--- config.mk ---
export PLATFORM = sky130hd
export DESIGN_NAME = congestion_window_control
export DESIGN_NICKNAME = d
export VERILOG_FILES = /design/src/sv/cwc_pkg.sv /design/src/sv/cwc_update.sv /design/src/sv/congestion_window_control.sv
export SDC_FILE = /design/constraint.sdc
export NUM_CORES = 1
export LEC_CHECK = 0
export ABC_CLOCK_PERIOD_IN_PS = 4600
export BUFFER_PORTS_ARGS = -buffer_cell sky130_fd_sc_hd__buf_2
export CAP_MARGIN = 15
export CORE_ASPECT_RATIO = 0.5
export CORE_MARGIN = 2
export CORE_UTILIZATION = 45
export DETAILED_ROUTE_END_ITERATION = 16
export PLACE_DENSITY = 0.65
export SLEW_MARGIN = 20
export SYNTH_ARGS = -nofsm -noshare
export SYNTH_HDL_FRONTEND = slang
export SYNTH_HIERARCHICAL = 1
export SYNTH_SLANG_ARGS = --single-unit
--- constraint.sdc ---
create_clock -name i_clk -period 4.6 [get_ports i_clk]
set_clock_uncertainty 0.1 [all_clocks]
set_input_delay 0.46 -clock i_clk [delete_from_list [all_inputs] [get_ports i_clk]]
set_output_delay 0.46 -clock i_clk [all_outputs]
set_load 0.02 [all_outputs]
--- src/sv/cwc_pkg.sv ---
// Package for the congestion window controller.
// Holds widths, reset values, operation and register index codes and the
// state and result structures. It depends on nothing else.
`default_nettype none

package cwc_pkg;

    localparam int SEQ_BITS      = 16;
    localparam int WIN_BITS      = 16;
    localparam int TIME_BITS     = 32;
    localparam int RTT_BITS      = 8;
    localparam int CFG_IDX_BITS  = 2;
    localparam int CFG_DATA_BITS = 16;

    typedef logic [SEQ_BITS-1:0]      t_seq;
    typedef logic [WIN_BITS-1:0]      t_win;
    typedef logic [TIME_BITS-1:0]     t_time;
    typedef logic [RTT_BITS-1:0]      t_rtt;
    typedef logic [CFG_DATA_BITS-1:0] t_cfg_data;
    typedef logic [1:0]               t_fill;

    localparam t_win  WIN_MAX            = '1;
    localparam t_win  THRESH_FLOOR       = t_win'(2);
    localparam t_fill FILL_FULL          = t_fill'(3);
    localparam t_fill FILL_DUP_READY     = t_fill'(2);
    localparam t_win  INIT_WINDOW_RESET  = t_win'(1);
    localparam t_win  INIT_THRESH_RESET  = t_win'(64);
    localparam t_rtt  RTT_RESET          = t_rtt'(2);
    localparam t_seq  TOTAL_RESET        = '0;

    typedef enum logic {
        OP_ACK  = 1'b0,
        OP_LOSS = 1'b1
    } t_op;

    typedef enum logic [CFG_IDX_BITS-1:0] {
        CFG_INIT_WINDOW = 2'd0,
        CFG_INIT_THRESH = 2'd1,
        CFG_RTT         = 2'd2,
        CFG_TOTAL       = 2'd3
    } t_cfg_idx;

    // Connection state. Only the two newest history entries are kept: the
    // newest of the three compared entries is the incoming ack number.
    typedef struct packed {
        t_win  window;
        t_win  threshold;
        logic  avoid;
        t_seq  acked;
        t_time last_time;
        t_fill fill;
        t_seq  hist_old;
        t_seq  hist_new;
    } t_state;

    typedef struct packed {
        t_win window_size;
        t_win threshold;
        logic avoid_mode;
        logic resend;
        t_seq resend_sequence;
        logic transfer_done;
    } t_result;

endpackage

`default_nettype wire

--- src/sv/cwc_update.sv ---
// Next state and result of the congestion window controller for one request.
// Purely combinational; uses cwc_pkg.
`default_nettype none

module cwc_update (
    input  wire cwc_pkg::t_state  i_state,
    input  wire cwc_pkg::t_op     i_op,
    input  wire cwc_pkg::t_seq    i_ack_number,
    input  wire cwc_pkg::t_time   i_now_seconds,
    input  wire cwc_pkg::t_win    i_init_window,
    input  wire cwc_pkg::t_rtt    i_rtt,
    input  wire cwc_pkg::t_seq    i_total,
    output cwc_pkg::t_state       o_next,
    output cwc_pkg::t_result      o_result
);
    import cwc_pkg::*;

    function automatic t_win sat_inc(t_win w);
        return (w == WIN_MAX) ? w : t_win'(w + t_win'(1));
    endfunction

    function automatic t_win half_floor(t_win w);
        t_win h;
        h = w >> 1;
        return (h < THRESH_FLOOR) ? THRESH_FLOOR : h;
    endfunction

    t_win  eff_init_window;
    t_win  grown;
    t_time elapsed;
    logic  rtt_passed;
    logic  triple_dup;

    // A zero initial window behaves as one.
    assign eff_init_window = (i_init_window == '0) ? INIT_WINDOW_RESET : i_init_window;
    assign grown           = sat_inc(i_state.window);
    assign elapsed         = i_now_seconds - i_state.last_time;
    assign rtt_passed      = (i_now_seconds >= i_state.last_time) &&
                             (elapsed >= t_time'(i_rtt));

    always_comb begin
        o_next     = i_state;
        triple_dup = 1'b0;
        o_result   = '0;

        if (i_op == OP_LOSS) begin
            o_next.threshold = half_floor(i_state.window);
            if (i_state.avoid) begin
                o_next.avoid  = 1'b0;
                o_next.window = eff_init_window;
            end else begin
                o_next.avoid = 1'b1;
            end
        end else begin
            o_next.hist_old = i_state.hist_new;
            o_next.hist_new = i_ack_number;
            if (i_state.fill != FILL_FULL) begin
                o_next.fill = t_fill'(i_state.fill + t_fill'(1));
            end

            if (i_ack_number > i_state.acked) begin
                o_next.acked = i_ack_number;
                if (!i_state.avoid) begin
                    o_next.window = grown;
                    if (grown >= i_state.threshold) begin
                        o_next.avoid     = 1'b1;
                        o_next.last_time = i_now_seconds;
                    end
                end else if (rtt_passed) begin
                    o_next.window    = grown;
                    o_next.last_time = i_now_seconds;
                end
            end

            triple_dup = (o_next.acked != i_total) &&
                         (i_state.fill >= FILL_DUP_READY) &&
                         (i_state.hist_old == i_state.hist_new) &&
                         (i_state.hist_new == i_ack_number);

            if (triple_dup) begin
                o_next.threshold = half_floor(o_next.window);
                if (o_next.avoid) begin
                    o_next.avoid  = 1'b0;
                    o_next.window = eff_init_window;
                end else begin
                    o_next.avoid = 1'b1;
                end
                o_result.resend          = 1'b1;
                o_result.resend_sequence = t_seq'(i_ack_number + t_seq'(1));
            end
        end

        o_result.window_size   = o_next.window;
        o_result.threshold     = o_next.threshold;
        o_result.avoid_mode    = o_next.avoid;
        o_result.transfer_done = (o_next.acked == i_total);
    end

endmodule

`default_nettype wire

--- src/sv/congestion_window_control.sv ---
// Top level of the congestion window controller for one sender connection.
// Uses cwc_pkg and cwc_update.
//
// Usage. Requests enter on the input channel (i_valid / o_ready) and carry an
// operation: an acknowledgement with its cumulative ack number and the time in
// seconds, or a loss event such as a timeout. Every request gives exactly one
// result on the output channel (o_valid / i_ready): the window, the slow start
// threshold, the mode, a retransmit request on a triple duplicate
// acknowledgement, and a flag that the whole transfer has been acknowledged.
// The result is registered: a request that is taken shows its result in the
// cycle after. Throughput is one request per cycle while results are taken;
// the whole update is short combinational logic from the connection state
// registers back into them, so each request sees the state of the one before.
// The result register is reloaded whenever it is empty or its result is taken
// in the same cycle, so a request is taken while a finished result leaves.
// If the receiver stalls with a result held, o_ready drops and the held
// result stays unchanged until it is taken.
// Reset (synchronous, active low) returns the configuration registers to their
// defaults and the connection to slow start with a window of one and a
// threshold of 64. The initial threshold register only matters at reset,
// which restores its default, so writes to it are accepted and dropped.
`default_nettype none

module congestion_window_control (
    input  wire                     i_clk,
    input  wire                     i_rst_n,
    input  wire                     i_cfg_we,
    input  wire cwc_pkg::t_cfg_idx  i_cfg_index,
    input  wire cwc_pkg::t_cfg_data i_cfg_data,
    input  wire                     i_valid,
    output logic                    o_ready,
    input  wire cwc_pkg::t_op       i_op,
    input  wire cwc_pkg::t_seq      i_ack_number,
    input  wire cwc_pkg::t_time     i_now_seconds,
    output logic                    o_valid,
    input  wire                     i_ready,
    output cwc_pkg::t_win           o_window_size,
    output cwc_pkg::t_win           o_threshold,
    output logic                    o_avoid_mode,
    output logic                    o_resend,
    output cwc_pkg::t_seq           o_resend_sequence,
    output logic                    o_transfer_done
);
    import cwc_pkg::*;

    // Configuration registers.
    t_win    r_init_window;
    t_rtt    r_rtt;
    t_seq    r_total;

    // Connection state and the result register.
    t_state  r_state;
    t_state  n_state;
    t_result r_result;
    t_result n_result;
    logic    r_out_valid;
    logic    accept;

    // The result register can take a new result when empty or being drained.
    assign o_ready = !r_out_valid || i_ready;
    assign accept  = i_valid && o_ready;

    always_ff @(posedge i_clk) begin
        if (!i_rst_n) begin
            r_init_window <= INIT_WINDOW_RESET;
            r_rtt         <= RTT_RESET;
            r_total       <= TOTAL_RESET;
        end else if (i_cfg_we) begin
            case (i_cfg_index)
                CFG_INIT_WINDOW: r_init_window <= t_win'(i_cfg_data);
                CFG_INIT_THRESH: ;
                CFG_RTT:         r_rtt         <= t_rtt'(i_cfg_data);
                CFG_TOTAL:       r_total       <= t_seq'(i_cfg_data);
                default: ;
            endcase
        end
    end

    cwc_update u_update (
        .i_state       (r_state),
        .i_op          (i_op),
        .i_ack_number  (i_ack_number),
        .i_now_seconds (i_now_seconds),
        .i_init_window (r_init_window),
        .i_rtt         (r_rtt),
        .i_total       (r_total),
        .o_next        (n_state),
        .o_result      (n_result)
    );

    // State update. The ack history is payload and is not cleared; the fill
    // count guarantees that unwritten entries are never compared.
    always_ff @(posedge i_clk) begin
        if (!i_rst_n) begin
            r_state.window    <= INIT_WINDOW_RESET;
            r_state.threshold <= INIT_THRESH_RESET;
            r_state.avoid     <= 1'b0;
            r_state.acked     <= '0;
            r_state.last_time <= '0;
            r_state.fill      <= '0;
        end else if (accept) begin
            r_state <= n_state;
        end
    end

    always_ff @(posedge i_clk) begin
        if (!i_rst_n) begin
            r_out_valid <= 1'b0;
        end else if (o_ready) begin
            r_out_valid <= i_valid;
        end
    end

    always_ff @(posedge i_clk) begin
        if (accept) begin
            r_result <= n_result;
        end
    end

    assign o_valid           = r_out_valid;
    assign o_window_size     = r_result.window_size;
    assign o_threshold       = r_result.threshold;
    assign o_avoid_mode      = r_result.avoid_mode;
    assign o_resend          = r_result.resend;
    assign o_resend_sequence = r_result.resend_sequence;
    assign o_transfer_done   = r_result.transfer_done;

endmodule

`default_nettype wire

==> impl_metrics.py <==
metrics = {
    "die": {
        "die-area_sq_um": 33800,
        "die_width_um": 258,
        "die_h_um": 131,
        "rows": 46,
        "core_sq_um": 31700,
        "start_util_pct": 45.8,
        "io_pins": 125,
    },
    "sta": {
        "holdWs_ns": 0.0799,
        "period_minus_slack_ns": 4.61,
        "setup-tns-final_ns": -0.00934,
        "period_share_pct": 100,
        "fmax_mhz": 217,
        "setup_viol": 1,
        "rsz0062_at_grt": "yes",
        "maxSlewViolCount": 0,
        "setup_slack_ns": -0.00934,
        "tightest_slew_ns": 1.05,
        "relSlewSlack_pct": 29.7,
        "hold_violations": 0,
    },
    "clock_network": {
        "cts_max_path_buffers": 3,
        "cts_max_level": 1,
        "clkTransAtPathRegs_ns": 0.07,
        "root_buffer": "clkbuf_16",
        "clock_latency_ns": 0.54,
        "hold_buffers": 0,
        "numCtsBuffers": 22,
        "clock-sinks": 207,
        "cts_tree": "yes",
    },
    "layout": {
        "final_common_cell": "nand2_1",
        "n_antenna_cell": 0,
        "nNetsFinal": 1973,
        "post-route-util_pct": 54.2,
        "areaGrowthSynthToFinish_pct": 18.4,
        "layout_common_cells": "255 x nand2_1, 123 x buf_2, 118 x dfxtp_1",
        "drive_above_1_share_pct": 24.4,
        "fin_cells": 2274,
    },
    "grt": {
        "first_global_vias": 11300,
        "antenna_found_initial": 0,
        "grt_max_degree": 103,
        "grtUsageTotal_pct": 22.8,
        "grt_pass1_wl_um": 61500,
        "overflow": 0,
    },
    "synth": {
        "ys_types": 81,
        "synth_top_family_by_area": "simple AND/OR/NAND/NOR gates",
        "synth.area.top_cells": "edfxtp_1 17%, dfxtp_1 17%, mux2i_1 7.5%",
        "yosys.area.top_type": "edfxtp_1",
        "synth-xor-area-share_pct": 5.55,
        "synth_seq_cells": 207,
        "synthAdderAreaFrac_pct": 6.52,
        "syn_nets": 1841,
        "synth_edf_count": 83,
        "synth-compound-area-share_pct": 13.5,
        "yosys_most_used_dff": "dfxtp_1",
        "async_reset_ff_share_pct": 0,
        "syn_area_per_cell_sq_um": 8.57,
        "synthSimpleGateAreaFrac_pct": 19.2,
        "yosysWarnings": 6,
        "synth_area_sq_um": 14500,
        "synth_mux_area_share_pct": 12.9,
        "synth_cells": 1694,
        "seq_area_frac_synth_pct": 34.3,
        "synth_top_area_share_pct": 17.2,
    },
    "place": {
        "numPortBuffers": 124,
        "dp_hpwl_um": 28400,
        "gp_congestion": 0.928,
        "placed_cells": 2220,
    },
    "outcome": {
        "violations": "negative setup slack",
        "outcome": "complete, but fails checks",
    },
    "setup_path": {
        "critPathMaxStageDelay_ns": 0.56,
        "critical_path_class": "flip-flop to flip-flop",
        "slowest_stage": "or4b_4",
        "crit_required_ns": 4.96,
        "path_cells": "inv_1 -> ha_4 -> a21o_1 -> a21oi_2 -> nand2_1 -> xor2_1 -> ha_1 -> a21o_1 -> a21o_1 -> a2bb2oi_2 -> o2111ai_2 -> nor4_2 -> o211ai_1 -> nor4_1 -> or4b_4 -> o21a_4 -> or3_4 -> a31oi_4 -> o31a_1 -> nand2_1 -> mux2i_1",
        "worstSetupStartpointType": "flip-flop",
        "critPathBufInv": 1,
        "crit_path_max_fanout": 6,
        "cp-end-kind": "flip-flop",
        "cp-startpoint": "r_state[37]",
        "r2r_start": "r_state[37]",
        "critPathArrivalTime_ns": 4.97,
        "cp_common_cell": "a21o_1",
        "cp_top_family": "compound AO/OA/AOI/OAI gates",
    },
    "pwr": {
        "leakage_nw": 6.75,
        "p_seq_share_pct": 40.6,
        "fin_total_pwr_mw": 5.08,
        "p_int_mw": 3.53,
        "ir_worst_vdd_mv": 0.232,
        "clkPwrFrac_pct": 35.2,
        "power_frac_comb_pct": 24.2,
        "powerDensity_nw_per_um2": 296,
        "switchingPower_mw": 1.55,
        "sw_frac_of_total_pct": 30.5,
    },
    "routing": {
        "wl_per_cell_um": 17.3,
        "vias_per_cell": 5.51,
        "drt-initial-drc-count": 993,
        "route.detailed.drc": 0,
        "wirelength_um": 39500,
        "ant_nets": 0,
        "drtPass1Iterations": 6,
        "vias": 12500,
    },
    "worst_hold_path": {
        "min_path_type": "input pin to flip-flop",
        "hold_start": "i_cfg_data[1]",
    },
    "job": {
        "cap_violations": 0,
    },
}
[area by class of cell]
type / count / area [sq um]
fill: 2936 / 14500
multi-input combinational: 1245 / 8870
sequential: 207 / 4980
timing repair buffer: 253 / 1710
clock buffer: 28 / 604
tap: 432 / 541
inverter: 97 / 377
clock inverter: 12 / 100
[per-stage QoR]
step | worst slack (ns) | cell area [sq um]
floorplan | -0.0346 | 14600
global placement | -0.428 | 15900
detailed placement | -0.565 | 15900
CTS | -0.0625 | 16800
global route | -0.211 | 17200
finish | -0.00934 | 17200
[power groups by stage]
| stage | combinational (mW) | sequential [mW] | clock, mW |
|---|---|---|---|
| after CTS | 1.16 | 2.06 | 1.82 |
| final | 1.23 | 2.06 | 1.79 |
| after detailed placement | 1.12 | 2.10 | 0 |
| after global placement | 1.11 | 2.10 | 0 |
| after global routing | 1.34 | 2.07 | 1.89 |
| after floorplan | 0.784 | 2.12 | 0 |
[Yosys cell counts (all sizes together), types with 34 or more instances]
master  count
mux2       69
clkbuf     67
edfxtp     83
inv        97
o21ai     101
nand2     260
dfxtp     124
xor2       36
nor3       34
a21oi      71
nand4      37
mux2i     108
xnor2      56
ha         74
nor2       81
buf        79
nand3      83
[repair_timing]
item                                    in CTS  in global routing
buffers inserted                             2                 10
endpoints found under the setup margin      92                 94
cloned                                       2                  1
pin swaps                                   25                 39
resized for setup                           31                 71
[tightest hold or removal path, stage by stage]
cell and delay, ns:
buf_2 0.10, mux2i_1 0.06, nand2_1 0.05
[kinds of logic after synthesis]
group,Yosys count
multiplexers,177
flip-flops,207
AND/OR/NAND/NOR,595
XOR/XNOR,92
AO/OA/AOI/OAI,305
buffers and inverters,243
adder cells (fa/ha/maj),75
[state kept, by name (all words and copies together), names as in the netlist]
| signal | flops |
|---|---|
| o_threshold | 16 |
| o_resend | 1 |
| r_rtt | 8 |
| r_init_window | 16 |
| o_resend_sequence | 16 |
| o_valid | 1 |
| o_window_size | 16 |
| o_transfer_done | 1 |
| o_avoid_mode | 1 |
| r_total | 16 |
| r_state | 115 |
[routing by layer]
layer	vias up	GRT usage, %	part of all wire [%]
li1	6237	-	-
met1	5902	33.3	48
met2	336	36.0	44
met3	45	3.51	6.3
met4	0	3.91	1.4
met5	-	0	0
[worst paths after layout]
check                 to  slack (ns)  cells past startpoint
min             r_rtt[1]        0.08                      3
min reg2reg  r_state[77]        0.36                      2
max          r_state[84]      -0.009                     21
max reg2reg  r_state[84]      -0.009                     21
Note: power is estimated with default switching activity, not from simulation.
